$ cat src/rtl/core/node_drag_motion_step_unit_defines.svh
// assertion macros for the node drag motion step unit
`ifndef NODE_DRAG_MOTION_STEP_UNIT_DEFINES_SVH
`define NODE_DRAG_MOTION_STEP_UNIT_DEFINES_SVH

// same-cycle implication
`define NDM_ASSERT_NOW(lbl, ck, rs, ante, cons) \
  lbl: assert property (@(posedge ck) disable iff (rs) (ante) |-> (cons)) \
    else $error("ndm assertion failed");

// next-cycle implication
`define NDM_ASSERT_NEXT(lbl, ck, rs, ante, cons) \
  lbl: assert property (@(posedge ck) disable iff (rs) (ante) |=> (cons)) \
    else $error("ndm assertion failed");

`endif

$ cat src/rtl/core/ndm_pkg.sv
// shared types, codes, constants and helpers of the node drag motion unit
package ndm_pkg;

  localparam logic [63:0] NS_PER_SEC = 64'd1000000000;
  localparam logic [63:0] DAMP_LIMIT = 64'd65536000000000;

  // floor(2^61 / 1e9): x / 1e9 is estimated as ((x >> 29) * RECIP_1E9) >> 32
  localparam logic [31:0] RECIP_1E9 = 32'd2305843009;

  localparam logic [30:0] HIT_RADIUS_RST   = 31'd1310720;
  localparam logic [15:0] DAMPING_RST      = 16'd58982;
  localparam logic [30:0] FRICTION_RST     = 31'd3276800;

  typedef enum logic [2:0] {
    CMD_FORCE   = 3'd0,
    CMD_TICK    = 3'd1,
    CMD_PRESS   = 3'd2,
    CMD_RELEASE = 3'd3,
    CMD_MOVE    = 3'd4,
    CMD_SETPOS  = 3'd5
  } cmd_t;

  typedef enum logic [1:0] {
    REG_HIT_RADIUS = 2'd0,
    REG_DAMPING    = 2'd1,
    REG_FRICTION   = 2'd2
  } reg_idx_t;

  typedef enum logic [3:0] {
    S_IDLE,
    S_DISP,
    S_MUL,
    S_RECIP,
    S_BACK,
    S_FIX,
    S_DSTART,
    S_DIV,
    S_SQSTART,
    S_SQRT,
    S_WB,
    S_DONE
  } state_t;

  typedef enum logic [3:0] {
    J_FX, J_FY, J_DAMP, J_DX, J_DY, J_SQX, J_SQY, J_STEP,
    J_FRX, J_FRY, J_PX, J_PY, J_HX, J_HY, J_HR
  } job_t;

  // handshake of an iterative unit
  typedef struct packed {
    logic start;
    logic busy;
  } unit_ctl_t;

  function automatic logic [32:0] mag32(input logic [31:0] v);
    return v[31] ? (33'd0 - {v[31], v}) : {1'b0, v};
  endfunction

  function automatic logic [31:0] apply_sign(input logic neg, input logic [32:0] m);
    logic [32:0] n;
    n = 33'd0 - m;
    return neg ? n[31:0] : m[31:0];
  endfunction

  function automatic logic [31:0] sat35(input logic [34:0] s);
    if (s[34:31] == 4'b0000 || s[34:31] == 4'b1111) return s[31:0];
    return s[34] ? 32'h8000_0000 : 32'h7fff_ffff;
  endfunction

  // a plus or minus m, saturated to 32 bits signed
  function automatic logic [31:0] sat_add(input logic [31:0] a, input logic neg,
                                          input logic [32:0] m);
    logic [34:0] sm;
    sm = neg ? (35'd0 - {2'b00, m}) : {2'b00, m};
    return sat35({{3{a[31]}}, a} + sm);
  endfunction

endpackage

$ cat src/rtl/core/ndm_isqrt.sv
// integer square root of a 64-bit word, two radicand bits a cycle
module ndm_isqrt (
  input  logic              clk,
  input  logic              rst,
  input  ndm_pkg::unit_ctl_t ctl_in,
  output logic              busy,
  input  logic [63:0]       radicand,
  output logic [31:0]       root
);
  import ndm_pkg::*;

  logic [34:0] rem;
  logic [63:0] x;
  logic [5:0]  cnt;
  logic [35:0] r2;
  logic [35:0] trial;
  logic        take;

  assign r2    = {rem[33:0], x[63:62]};
  assign trial = {2'b00, root, 2'b01};
  assign take  = r2 >= trial;

  always_ff @(posedge clk) begin
    if (rst) begin
      busy <= 1'b0;
      cnt  <= 6'd0;
    end else if (ctl_in.start) begin
      busy <= 1'b1;
      cnt  <= 6'd32;
      rem  <= 35'd0;
      root <= 32'd0;
      x    <= radicand;
    end else if (busy) begin
      rem  <= take ? 35'(r2 - trial) : r2[34:0];
      root <= {root[30:0], take};
      x    <= {x[61:0], 2'b00};
      cnt  <= cnt - 6'd1;
      if (cnt == 6'd1) busy <= 1'b0;
    end
  end
endmodule
$ cat config.mk
export PLATFORM = sky130hd
export DESIGN_NAME = ndm_isqrt
export DESIGN_NICKNAME = d
export VERILOG_FILES = /design/src/rtl/core/node_drag_motion_step_unit_defines.svh /design/src/rtl/core/ndm_pkg.sv /design/src/rtl/core/ndm_isqrt.sv
export SDC_FILE = /design/constraint.sdc
export NUM_CORES = 1
export LEC_CHECK = 0
export ABC_AREA = 1
export BUFFER_PORTS_ARGS = -buffer_cell sky130_fd_sc_hd__buf_2
export CORE_ASPECT_RATIO = 1.1
export CORE_UTILIZATION = 59
export DETAILED_ROUTE_END_ITERATION = 16
export GPL_TIMING_DRIVEN = 0
export PLACE_DENSITY = 0.81
export SETUP_SLACK_MARGIN = 0.3
export SLEW_MARGIN = 5
export SYNTH_ARGS = -nofsm -noshare
export SYNTH_HDL_FRONTEND = slang
export SYNTH_SLANG_ARGS = --single-unit
$ cat constraint.sdc
create_clock -name clk -period 10.22 [get_ports clk]
set_input_delay 0.511 -clock clk [delete_from_list [all_inputs] [get_ports clk]]
set_output_delay 0.511 -clock clk [all_outputs]
set_load 0.05 [all_outputs]
After elaboration in Yosys (flattened, before gate mapping) --
Index checks and enable logic that the tools add are counted.
Storage, ports and cells: bits of input ports 68, logic and storage cells 24, latch bits 0, memories kept 0, ROM bits 0, flip-flop bits (word level) 137, output and inout port bits 33, RAM bits 0
Cells by class: shift-type cells 0, $add $sub $neg 2, multipliers 0, magnitude comparators 1, muxes and demuxes 10, eq/ne operators 1, bitwise logic cells 1, div/mod/pow operators 0, reductions and logical operators 3
Operators with widths (number):
- 64-bit 2-to-1 mux | 2
- 34-bit 2-to-1 mux | 2
- 36-bit by 34-bit >= comparator with 1-bit output | 1
- 34-bit subtractor | 1
- 32-bit 2-to-1 mux | 1
- 6-bit 2-to-1 mux | 2
- 6-bit by 1-bit equality test with 1-bit output, second input constant | 1
- 6-bit by 1-bit subtractor with 6-bit output, second input constant | 1
- 1-bit 2-to-1 mux | 3
- 2-bit AND reduction | 1
- 2-bit nonzero test | 1
- 2-bit OR reduction | 1
- 1-bit NOT | 1

Longest topological paths before layout --
depth in word-level cells 4, mapped depth 17, depth with buffers taken out 17

Worst setup path before layout --
No wires, ideal clock.
path kind input -> register, start input ctl_in[1] (netlist bit), end register rem[0], enable pin, buffers on the path 2, path slack 2.185 ns, required time 9.555 ns, library setup time 0.665 ns, stages on the path 4, arrival 7.369 ns, cells stage by stage clkbuf_1 inv_2 clkbuf_1 a21oi_1
Between the ends: word-level cells in the longest chain between the ends 2
Ends and longest elaborated chain:
- from (decl) | line ndm_isqrt.sv:5 | input ndm_pkg::unit_ctl_t ctl_in,
- 2-bit nonzero test (no line)
- 2-bit AND reduction (no line)
- to (signal assigned) | line ndm_isqrt.sv:34 | rem <= take ? 35'(r2 - trial) : r2[34:0];
- to (decl) | line ndm_isqrt.sv:12 | logic [34:0] rem;
No other way between the ends. A chain may end at the register's enable or synchronous reset.

Worst setup path in the final report --
start input ctl_in[1] (netlist bit), end register root[24], enable pin
Between the ends: word-level cells in the longest chain between the ends 2
Ends and longest elaborated chain:
- 2-bit nonzero test (no line)
- 2-bit AND reduction (no line)
- to (signal assigned) | line ndm_isqrt.sv:35 | root <= {root[30:0], take};
- to (decl) | line ndm_isqrt.sv:8 | output logic [31:0] root
No other way between the ends.

==> results.ini <==
[setup_path]
start_kind = primary input
crit_start = ctl_in[1]
crit_arrival_ps = 2820
cp_common_cell = buf_16
critical_path_class = in -> reg
worst_r2r_startpoint = rem[24]$_SDFFCE_PP0P_
cp_data_required_time_ps = 10350
crit_family = buffers and inverters
max_stage_delay_ps = 600
worstPathCellList = clkbuf_1 -> inv_2 -> clkbuf_1 -> a21oi_4 -> buf_16 -> buf_16 -> buf_16 -> buf_16
endpoint_kind = flip-flop
worst-path-max-fanout = 26
worst-path-buf-inv = 7
slowest_stage = a21oi_4

[sta]
final-setup-viol-count = 0
slew_headroom_pct = 57.64
maxSlewViolCount = 0
max_freq_ghz = 0.3716
fin_crit_ps = 2691
fin_setup_tns_ps = 0
worstMarginPinSlew_ps = 633.9
rsz0062_at_grt = no
hold_viol_final = 0
finalCritPeriodShare_pct = 26.33
clock_skew_ps = 9.911

[synth]
synthFlopType = edfxtp_1
synth-seq-cells = 137
synthMuxAreaShare_pct = 0
synth-edff-count = 130
netlist_area_um2 = 8499
netlist.top_cell.by_area = edfxtp_1
yosysSeqAreaShare_pct = 47.58
synth_warnings = 0
synth-compound-area-share_pct = 2.105
synth_xor_area_share_pct = 1.958
synthArstFlopShare_pct = 0
synth_area_leaders = edfxtp_1, nand2_1, inv_1
yosys.area_share.simple_pct = 34.12
synth_top_area_share_pct = 45.93
synth_nets = 1259
synth_top_family_by_area = simple AND/OR/NAND/NOR gates
syn_inst = 1155
synth.distinct_cells = 33
synth-adder-area-share_pct = 5.300
avgSynthCellArea_um2 = 7.359

[floorplan]
die_h_um = 127.9
rows = 45
die_w_um = 116.4
die-area_um2 = 14890
io-pin-count = 101
start_util_pct = 61.12
core_um2 = 13910

[power_and_ir_drop]
power_density_nw_per_um2 = 175.7
ir_drop_mv = 0.1228
leakage_uw = 0.005180

[grt]
grt_usage_pct = 29.42
grt_start_max_net_pins = 30
antenna_found_initial = 0
grt_pass1_wl_um = 33210
grt.overflow.total = 0
grt_pass1_vias = 7186

[clock_network]
cts_root_buf = clkbuf_16
htree_levels = 4
cts_setup_buffers = 0
clock_path_buffers = 2
cts_buffers = 17
clock-sinks = 137
ctsHoldBuffers = 0
clkTransAtPathRegs_ps = 60
cts.repair.resized = 0
clock_latency_ps = 430
cts_tree = done

[place]
gp_congestion = 0.9303
portBuffers = 98
hpwlAfterDp_um = 15040
placed_cells = 1446

[drt]
num_vias = 7426
wl_per_cell_um = 13.69
vias_per_cell = 5.024
wl_um = 20230
drcViolationCount = 0
postRouteAntennaNets = 0
drt_iter0_drc = 471
drt_pass1_iterations = 6

[final_layout]
drive_gt1_share_pct = 11.94
antennaDiodeCount = 0
synthToLayoutAreaGrowth_pct = 17.15
nets = 1381
final-instance-count-excl-fill = 1478

[flow_run]
maxCapViolCount = 0

[worst_hold_path]
hold_start = rst
hold_class = in -> reg

[outcome]
status = finished clean

## sequential cells by signal (all words and copies together) (netlist names)
name  cells
root     32
busy      1
x        64
cnt       6
rem      34
## metrics by stage
step	area [um2]	total power (uW)	util (%)	worst slack (ps)	hold WS, ps
finish	9957	1750	71.60	7529	339.3
CTS	9957	1749	71.60	7514	322.7
global route	9957	1835	71.60	7364	342.1
floorplan	8499	1019	-	2185	461.5
detailed placement	9366	1126	67.35	7089	492.8
global placement	9225	1119	66.33	-613.2	474.7
## report_power, final
part	switching [uW]	internal (uW)
sequential	19.6	672
combinational	286	145
clock	261	366
total	567	1180
## per-layer routing
layer / part of all wire (%) / vias to the layer above / global-route usage [%]
met2: 49 / 238 / 49.53
met1: 42 / 3319 / 35.52
li1: - / 3812 / -
met5: 0 / - / 0
met3: 5.9 / 57 / 6.099
met4: 3.3 / 0 / 14.63
## cell type report
cell class,instances,area [um2]
flip-flops and latches,137,4044
clock buffers,18,429.2
clock inverters,14,161.4
well taps,188,235.2
repair buffers,103,620.6
plain buffers,28,132.6
fillers,1184,3950
multi-input cells,823,3707
inverters,167,626.9
## placed cells by master, fill, tap and decap left out, types with 3 or more instances in the layout
cell type,synthesis,layout
a21oi_1,24,23
buf_1,3,3
buf_16,0,4
buf_2,4,102
buf_6,3,3
clkbuf_1,18,19
clkbuf_16,0,17
clkinvlp_4,0,4
dfxtp_1,7,7
edfxtp_1,130,130
ha_1,36,36
inv_1,164,164
inv_2,3,3
inv_6,0,5
nand2_1,533,533
nand3_1,16,16
nand3b_1,11,11
nand4_1,7,7
nor2_1,143,143
nor2_2,3,3
nor3_1,9,9
nor4_1,3,3
o21ai_0,3,3
xnor2_1,17,17
## worst paths after layout
path                                 end  slack (ps)  depth (start not counted)
hold / removal       cnt[5]$_SDFFE_PP0N_         340                          2
setup reg to reg   rem[25]$_SDFFCE_PP0P_        7760                         11
hold reg to reg      cnt[0]$_SDFFE_PP0P_         500                          2
setup / recovery  root[24]$_SDFFCE_PP0P_        7530                          8
## cells in the mapped netlist (2+ instances only)
master    instances
inv_1           164
xor2_1            2
nand4_1           7
a21oi_1          24
ha_1             36
edfxtp_1        130
nor4_1            3
xnor2_1          17
nand3_1          16
nand3b_1         11
buf_2             4
nor2_2            3
buf_1             3
buf_6             3
nor2_1          143
nor3_1            9
nand2_1         533
inv_2             3
and2_1            2
dfxtp_1           7
nand2_2           2
or2_2             2
clkbuf_1         18
o21ai_0           3
a211oi_1          2
## cell families (layout without fill, tap and decap cells)
| group | Yosys count | after routing |
|---|---|---|
| AND/OR/NAND/NOR | 735 | 735 |
| buffers and inverters | 195 | 330 |
| flip-flops | 137 | 137 |
| adder cells (fa/ha/maj) | 36 | 36 |
| AO/OA/AOI/OAI | 33 | 33 |
| XOR/XNOR | 19 | 19 |
Power figures use the tool's default switching activity.
