--- src/rtl/core/node_drag_motion_step_unit_defines.svh ---
// assertion macros for the node drag motion step unit
`ifndef NODE_DRAG_MOTION_STEP_UNIT_DEFINES_SVH
`define NODE_DRAG_MOTION_STEP_UNIT_DEFINES_SVH

// same-cycle implication
`define NDM_ASSERT_NOW(lbl, ck, rs, ante, cons) \
  lbl: assert property (@(posedge ck) disable iff (rs) (ante) |-> (cons)) \
    else $error("ndm assertion failed");

// next-cycle implication
`define NDM_ASSERT_NEXT(lbl, ck, rs, ante, cons) \
  lbl: assert property (@(posedge ck) disable iff (rs) (ante) |=> (cons)) \
    else $error("ndm assertion failed");

`endif

--- src/rtl/core/ndm_pkg.sv ---
// shared types, codes, constants and helpers of the node drag motion unit
package ndm_pkg;

  localparam logic [63:0] NS_PER_SEC = 64'd1000000000;
  localparam logic [63:0] DAMP_LIMIT = 64'd65536000000000;

  // floor(2^61 / 1e9): x / 1e9 is estimated as ((x >> 29) * RECIP_1E9) >> 32
  localparam logic [31:0] RECIP_1E9 = 32'd2305843009;

  localparam logic [30:0] HIT_RADIUS_RST   = 31'd1310720;
  localparam logic [15:0] DAMPING_RST      = 16'd58982;
  localparam logic [30:0] FRICTION_RST     = 31'd3276800;

  typedef enum logic [2:0] {
    CMD_FORCE   = 3'd0,
    CMD_TICK    = 3'd1,
    CMD_PRESS   = 3'd2,
    CMD_RELEASE = 3'd3,
    CMD_MOVE    = 3'd4,
    CMD_SETPOS  = 3'd5
  } cmd_t;

  typedef enum logic [1:0] {
    REG_HIT_RADIUS = 2'd0,
    REG_DAMPING    = 2'd1,
    REG_FRICTION   = 2'd2
  } reg_idx_t;

  typedef enum logic [3:0] {
    S_IDLE,
    S_DISP,
    S_MUL,
    S_RECIP,
    S_BACK,
    S_FIX,
    S_DSTART,
    S_DIV,
    S_SQSTART,
    S_SQRT,
    S_WB,
    S_DONE
  } state_t;

  typedef enum logic [3:0] {
    J_FX, J_FY, J_DAMP, J_DX, J_DY, J_SQX, J_SQY, J_STEP,
    J_FRX, J_FRY, J_PX, J_PY, J_HX, J_HY, J_HR
  } job_t;

  // handshake of an iterative unit
  typedef struct packed {
    logic start;
    logic busy;
  } unit_ctl_t;

  function automatic logic [32:0] mag32(input logic [31:0] v);
    return v[31] ? (33'd0 - {v[31], v}) : {1'b0, v};
  endfunction

  function automatic logic [31:0] apply_sign(input logic neg, input logic [32:0] m);
    logic [32:0] n;
    n = 33'd0 - m;
    return neg ? n[31:0] : m[31:0];
  endfunction

  function automatic logic [31:0] sat35(input logic [34:0] s);
    if (s[34:31] == 4'b0000 || s[34:31] == 4'b1111) return s[31:0];
    return s[34] ? 32'h8000_0000 : 32'h7fff_ffff;
  endfunction

  // a plus or minus m, saturated to 32 bits signed
  function automatic logic [31:0] sat_add(input logic [31:0] a, input logic neg,
                                          input logic [32:0] m);
    logic [34:0] sm;
    sm = neg ? (35'd0 - {2'b00, m}) : {2'b00, m};
    return sat35({{3{a[31]}}, a} + sm);
  endfunction

endpackage

--- src/rtl/core/ndm_divider.sv ---
// restoring divider, 64-bit dividend by 33-bit divisor, one quotient bit a cycle
module ndm_divider (
  input  logic              clk,
  input  logic              rst,
  input  ndm_pkg::unit_ctl_t ctl_in,
  output logic              busy,
  input  logic [63:0]       dividend,
  input  logic [32:0]       divisor,
  output logic [63:0]       quotient
);
  import ndm_pkg::*;

  logic [32:0] rem;
  logic [32:0] dvs;
  logic [63:0] dq;
  logic [6:0]  cnt;
  logic [33:0] r2;
  logic        take;

  assign r2       = {rem, dq[63]};
  assign take     = r2 >= {1'b0, dvs};
  assign quotient = dq;

  always_ff @(posedge clk) begin
    if (rst) begin
      busy <= 1'b0;
      cnt  <= 7'd0;
    end else if (ctl_in.start) begin
      busy <= 1'b1;
      cnt  <= 7'd64;
      rem  <= 33'd0;
      dvs  <= divisor;
      dq   <= dividend;
    end else if (busy) begin
      rem  <= take ? 33'(r2 - {1'b0, dvs}) : r2[32:0];
      dq   <= {dq[62:0], take};
      cnt  <= cnt - 7'd1;
      if (cnt == 7'd1) busy <= 1'b0;
    end
  end
endmodule

--- config.mk ---
export PLATFORM = sky130hd
export DESIGN_NAME = ndm_divider
export DESIGN_NICKNAME = d
export VERILOG_FILES = /design/src/rtl/core/node_drag_motion_step_unit_defines.svh /design/src/rtl/core/ndm_pkg.sv /design/src/rtl/core/ndm_divider.sv
export SDC_FILE = /design/constraint.sdc
export NUM_CORES = 1
export LEC_CHECK = 0
export ABC_AREA = 1
export BUFFER_PORTS_ARGS = -buffer_cell sky130_fd_sc_hd__clkbuf_2
export CORE_ASPECT_RATIO = 1.1
export CORE_MARGIN = 5
export CORE_UTILIZATION = 37
export CTS_BUF_LIST = sky130_fd_sc_hd__clkbuf_8
export DETAILED_ROUTE_END_ITERATION = 10
export REMOVE_ABC_BUFFERS = 1
export SLEW_MARGIN = 20
export SYNTH_ARGS = -nofsm -noshare
export SYNTH_HDL_FRONTEND = slang
export SYNTH_SLANG_ARGS = --single-unit
--- constraint.sdc ---
create_clock -name clk -period 11.98 [get_ports clk]
set_clock_uncertainty 0.1 [all_clocks]
set_input_delay 2.396 -clock clk [delete_from_list [all_inputs] [get_ports clk]]
set_output_delay 2.396 -clock clk [all_outputs]
set_load 0.01 [all_outputs]
-- After elaboration in Yosys (flattened, before gate mapping)
Index checks and enable logic that the tools add are counted.
- bits in registers: 138
- input port bits: 101
- output and inout bits: 65
- logic and storage cells: 24
- add/subtract/negate cells: 2
- magnitude comparators: 1
- equal/unequal tests: 1
- mux-type cells: 9
- bitwise gates (word level): 1
- reductions and logical operators: 4
- operator list (kind ; count):
    $mux W64 ; 2
    $mux W33 ; 2
    $ge A34 B33 Y1 ; 1
    $sub A33 B33 Y33 ; 1
    $mux W7 ; 2
    $eq A7 B1 Y1 const B ; 1
    $sub A7 B1 Y7 const B ; 1
    $reduce_and A2 Y1 ; 2
    $mux W1 ; 3
    $reduce_bool A2 Y1 ; 1
    $reduce_or A2 Y1 ; 1
    $not A1 Y1 ; 1

-- Longest topological paths before layout
- depth in word-level cells: 4
- gate-level depth with buffers: 17
- gate-level depth less buffers: 17

-- Worst setup path after synthesis
No wires, ideal clock.
- kind: input to register
- from: input ctl_in[1] in the netlist's numbering
- to: register dq[0], in the netlist quotient[0], enable pin
- library setup time: 0.687 ns
- arrival time: 9.454 ns
- slack: 1.739 ns
- stages: 3
- path buffers: 1
- cell sequence: inv_2 clkbuf_1 o21ai_0
- cells in the longest elaborated chain, start to end: 2
- ends and longest elaborated chain (what ; RTL line ; text):
    from (decl) ; ndm_divider.sv:5 ; input ndm_pkg::unit_ctl_t ctl_in,
    $reduce_bool A2 Y1 (no source line) ; -- ;
    $reduce_and A2 Y1 (no source line) ; -- ;
    to (signal assigned) ; ndm_divider.sv:33 ; dq <= dividend;
    to (signal assigned) ; ndm_divider.sv:36 ; dq <= {dq[62:0], take};
    to (decl) ; ndm_divider.sv:15 ; logic [63:0] dq;
No other way between the ends.
A chain may end at the register's enable or synchronous reset.

-- Final worst setup path
- from: input ctl_in[1] in the netlist's numbering
- to: register dq[21], in the netlist quotient[21], enable pin
Same word-level chain as after synthesis.

==> flow_summary.yaml <==
run:
  drv_cap: 0
logic_synthesis:
  synth_compound_area_share_pct: 3.39
  postSynthCellCount: 1067
  synth-xor-area-share_pct: 1.66
  async_flop_share_pct: 0
  synth_edf_count: 130
  synth_area_leader_cell: "edfxtp_1"
  synth-adder-area-share_pct: 5.44
  synthSimpleGateAreaFrac_pct: 33.1
  synth.area.top_cells: "edfxtp_1 46%, nand2_1 20%, inv_1 6.0%"
  ys_warn_count: 0
  avgSynthCellArea_um2: 7.89
  ys_ff_latch: 138
  synth_top_family_by_area: "simple AND/OR/NAND/NOR gates"
  synthMuxAreaShare_pct: 0
  synth_ff_type: "edfxtp_1"
  netlist-cell-type-count: 45
  synthesis.area_um2: 8420
  synth_top_area_share_pct: 46.4
  ys_seq_area_share_pct: 48.3
drt:
  drt-initial-drc-count: 415
  route.detailed.vias_per_inst: 4.61
  wl_mm: 21.1
  drc: 0
  wl_per_cell_um: 13.7
  vias: 7120
  antenna_left: 0
  dr.pass1.iters: 5
floorplan:
  core_um2: 22600
  fp.dieW_um: 154
  chipHeight_um: 168
  row_count: 58
  io_pins: 166
  dieArea_um2: 25900
  start_util_pct: 37.2
placement:
  place_area_um2: 9530
  gp_congestion: 0.911
  post-dp-hpwl_mm: 15.4
  place_inst: 1511
  port_buffers: 164
setup_path:
  crit_path_end_kind: "flip-flop"
  cpPeakStageDelay_ns: 0.61
  startpoint_type: "input pin"
  crit_required_ns: 11.96
  cpLargestDelayFamily: "buffers and inverters"
  arrival_ns: 4.72
  critical_path_buf_inv_count: 5
  critPathKind: "input pin to flip-flop"
  crit_fanout: 100
  cpMostUsedCell: "buf_4"
  reg2reg_depth: 13
  cp_slowest_cell: "o21ai_4"
  cp_cell_sequence: "clkbuf_2 -> buf_4 -> inv_2 -> buf_6 -> o21ai_4 -> buf_4"
  cp.depth: 6
power_and_ir_drop:
  netSwitchingFraction_pct: 35.9
  irDropWorstVdd_mv: 0.0651
  power.share.clock_pct: 27.3
  pwr-share-seq_pct: 43.1
  total_power_w: 0.00142
  switching_power_w: 0.000510
  internal_power_w: 0.000911
  power.leakage_nw: 5.07
  pwr_density_cell_nw_per_um2: 143
  combPwrFrac_pct: 29.6
global_route:
  antenna_found_initial: 0
  first_global_vias: 7137
  top_usage_layer: "met2"
  grt-ovfl-total: 0
  met2_usage_pct: 27.8
  grt_use_met3_pct: 3.83
  use_met1_pct: 20.3
  grt_first_pass_wirelength_mm: 34.3
  grt_max_degree: 101
  grt.total_usage_pct: 16.2
clock_network:
  numCtsBuffers: 17
  cts_max_level: 4
  clockBufferDepth: 2
  root_buffer: "clkbuf_8"
  cts_hold_buffers: 0
  insertion_delay_ns: 0.45
  cts_tree: "built"
  cts_resized: 0
  post_cts_buffers: 0
  cts_sinks: 138
  cts.clk_slew.worst_paths_ns: 0.10
timing:
  drv_slew: 0
  setup_tns_ns: 0
  fmax_mhz: 211
  setup_viol: 0
  period_share_pct: 39.5
  rsz0062_at_grt: "no"
  slew_headroom_pct: 47.6
  tightestPinTransition_ns: 0.786
  min_period_ns: 4.74
  hold_viol: 0
layout:
  final_nets: 1368
  multi_input_area_um2: 3690
  n_antenna_cell: 0
  layoutNonFillerInstCount: 1544
  mostFrequentLayoutCell: "nand2_1"
  syn_to_final_growth_pct: 18.1
  regArea_um2: 4060
  final_cell_mix: "442 x nand2_1, 164 x clkbuf_2, 136 x inv_1"
  final_core_util_pct: 43.9
  fin_area_um2: 9950
  fillCellCount: 2339
  layout-drive-gt1-share_pct: 19.8
outcome:
  status: "finished clean"
hold_path:
  whs_path_depth: 2
  min_path_type: "flip-flop to flip-flop"
kinds of logic after synthesis:
group,count (synthesis)
AO/OA/AOI/OAI,50
XOR/XNOR,16
flip-flops,138
AND/OR/NAND/NOR,658
buffers and inverters,169
adder cells (fa/ha/maj),36
cell usage after synthesis, drive strengths merged, types with 3 or more instances:
library cell and number:
a21oi 30, buf 13, clkbuf 11, dfxtp 8, edfxtp 130, ha 35
inv 145, nand2 452, nand3 25, nand3b 29, nand4 5, nor2 134
nor3 6, nor4 3, o21ai 10, o21bai 4, xor2 14
worst paths after layout:
kind | startpoint | to | slack, ns
max | ctl_in[1] | quotient[21]$_DFFE_PP_ | 7.24
min reg2reg | cnt[1]$_SDFFE_PP0P_ | cnt[1]$_SDFFE_PP0P_ | 0.41
max reg2reg | quotient[63]$_DFFE_PP_ | rem[1]$_SDFFCE_PP0P_ | 8.95
min | cnt[1]$_SDFFE_PP0P_ | cnt[1]$_SDFFE_PP0P_ | 0.41
stage by stage:
step           hold slack (ns)  worst slack [ns]
5_1_grt                  0.457              7.03
3_3_place_gp             0.393              6.53
6_report                 0.413              7.24
3_5_place_dp             0.400              6.54
2_1_floorplan            0.371              1.44
4_1_cts                  0.415              7.05
cell type report:
class,instances,share of cell area (%)
flip-flops and latches,138,40.9
multi-input cells,760,37.1
repair buffers,169,8.87
inverters,145,5.50
well taps,300,3.77
clock buffers,17,2.35
clock inverters,15,1.52
registers in the layout, indices dropped and copies added (netlist names):
register  flops
quotient     64
dvs          33
rem          33
cnt           7
busy          1
power by group through the flow:
stage | Sequential, W | Combinational, W | Clock [W]
detailed placement | 0.000623 | 0.000422 | 0
CTS | 0.000613 | 0.000424 | 0.000401
global route | 0.000618 | 0.000479 | 0.000418
finish | 0.000612 | 0.000421 | 0.000388
floorplan | 0.000635 | 0.000289 | 0
global placement | 0.000623 | 0.000417 | 0
worst reg2reg max path, stage by stage, from the launching register on:
cell	delay, ns
edfxtp_1	0.41
inv_1	0.09
ha_1	0.17
inv_1	0.07
fa_1	0.45
nand3_1	0.14
nand3_2	0.12
nand2_1	0.12
nand2_1	0.12
nand2_4	0.36
nand2_8	0.22
inv_4	0.31
nor2_1	0.09
nor2_1	0.12
routing by layer:
metal  share of wire [%]  wire length [µm]
met2                  48             10000
met5                   0                 0
met1                  45              9520
met3                 5.7              1210
met4                 1.5               322
No activity file was read; power rests on OpenSTA's default activity.
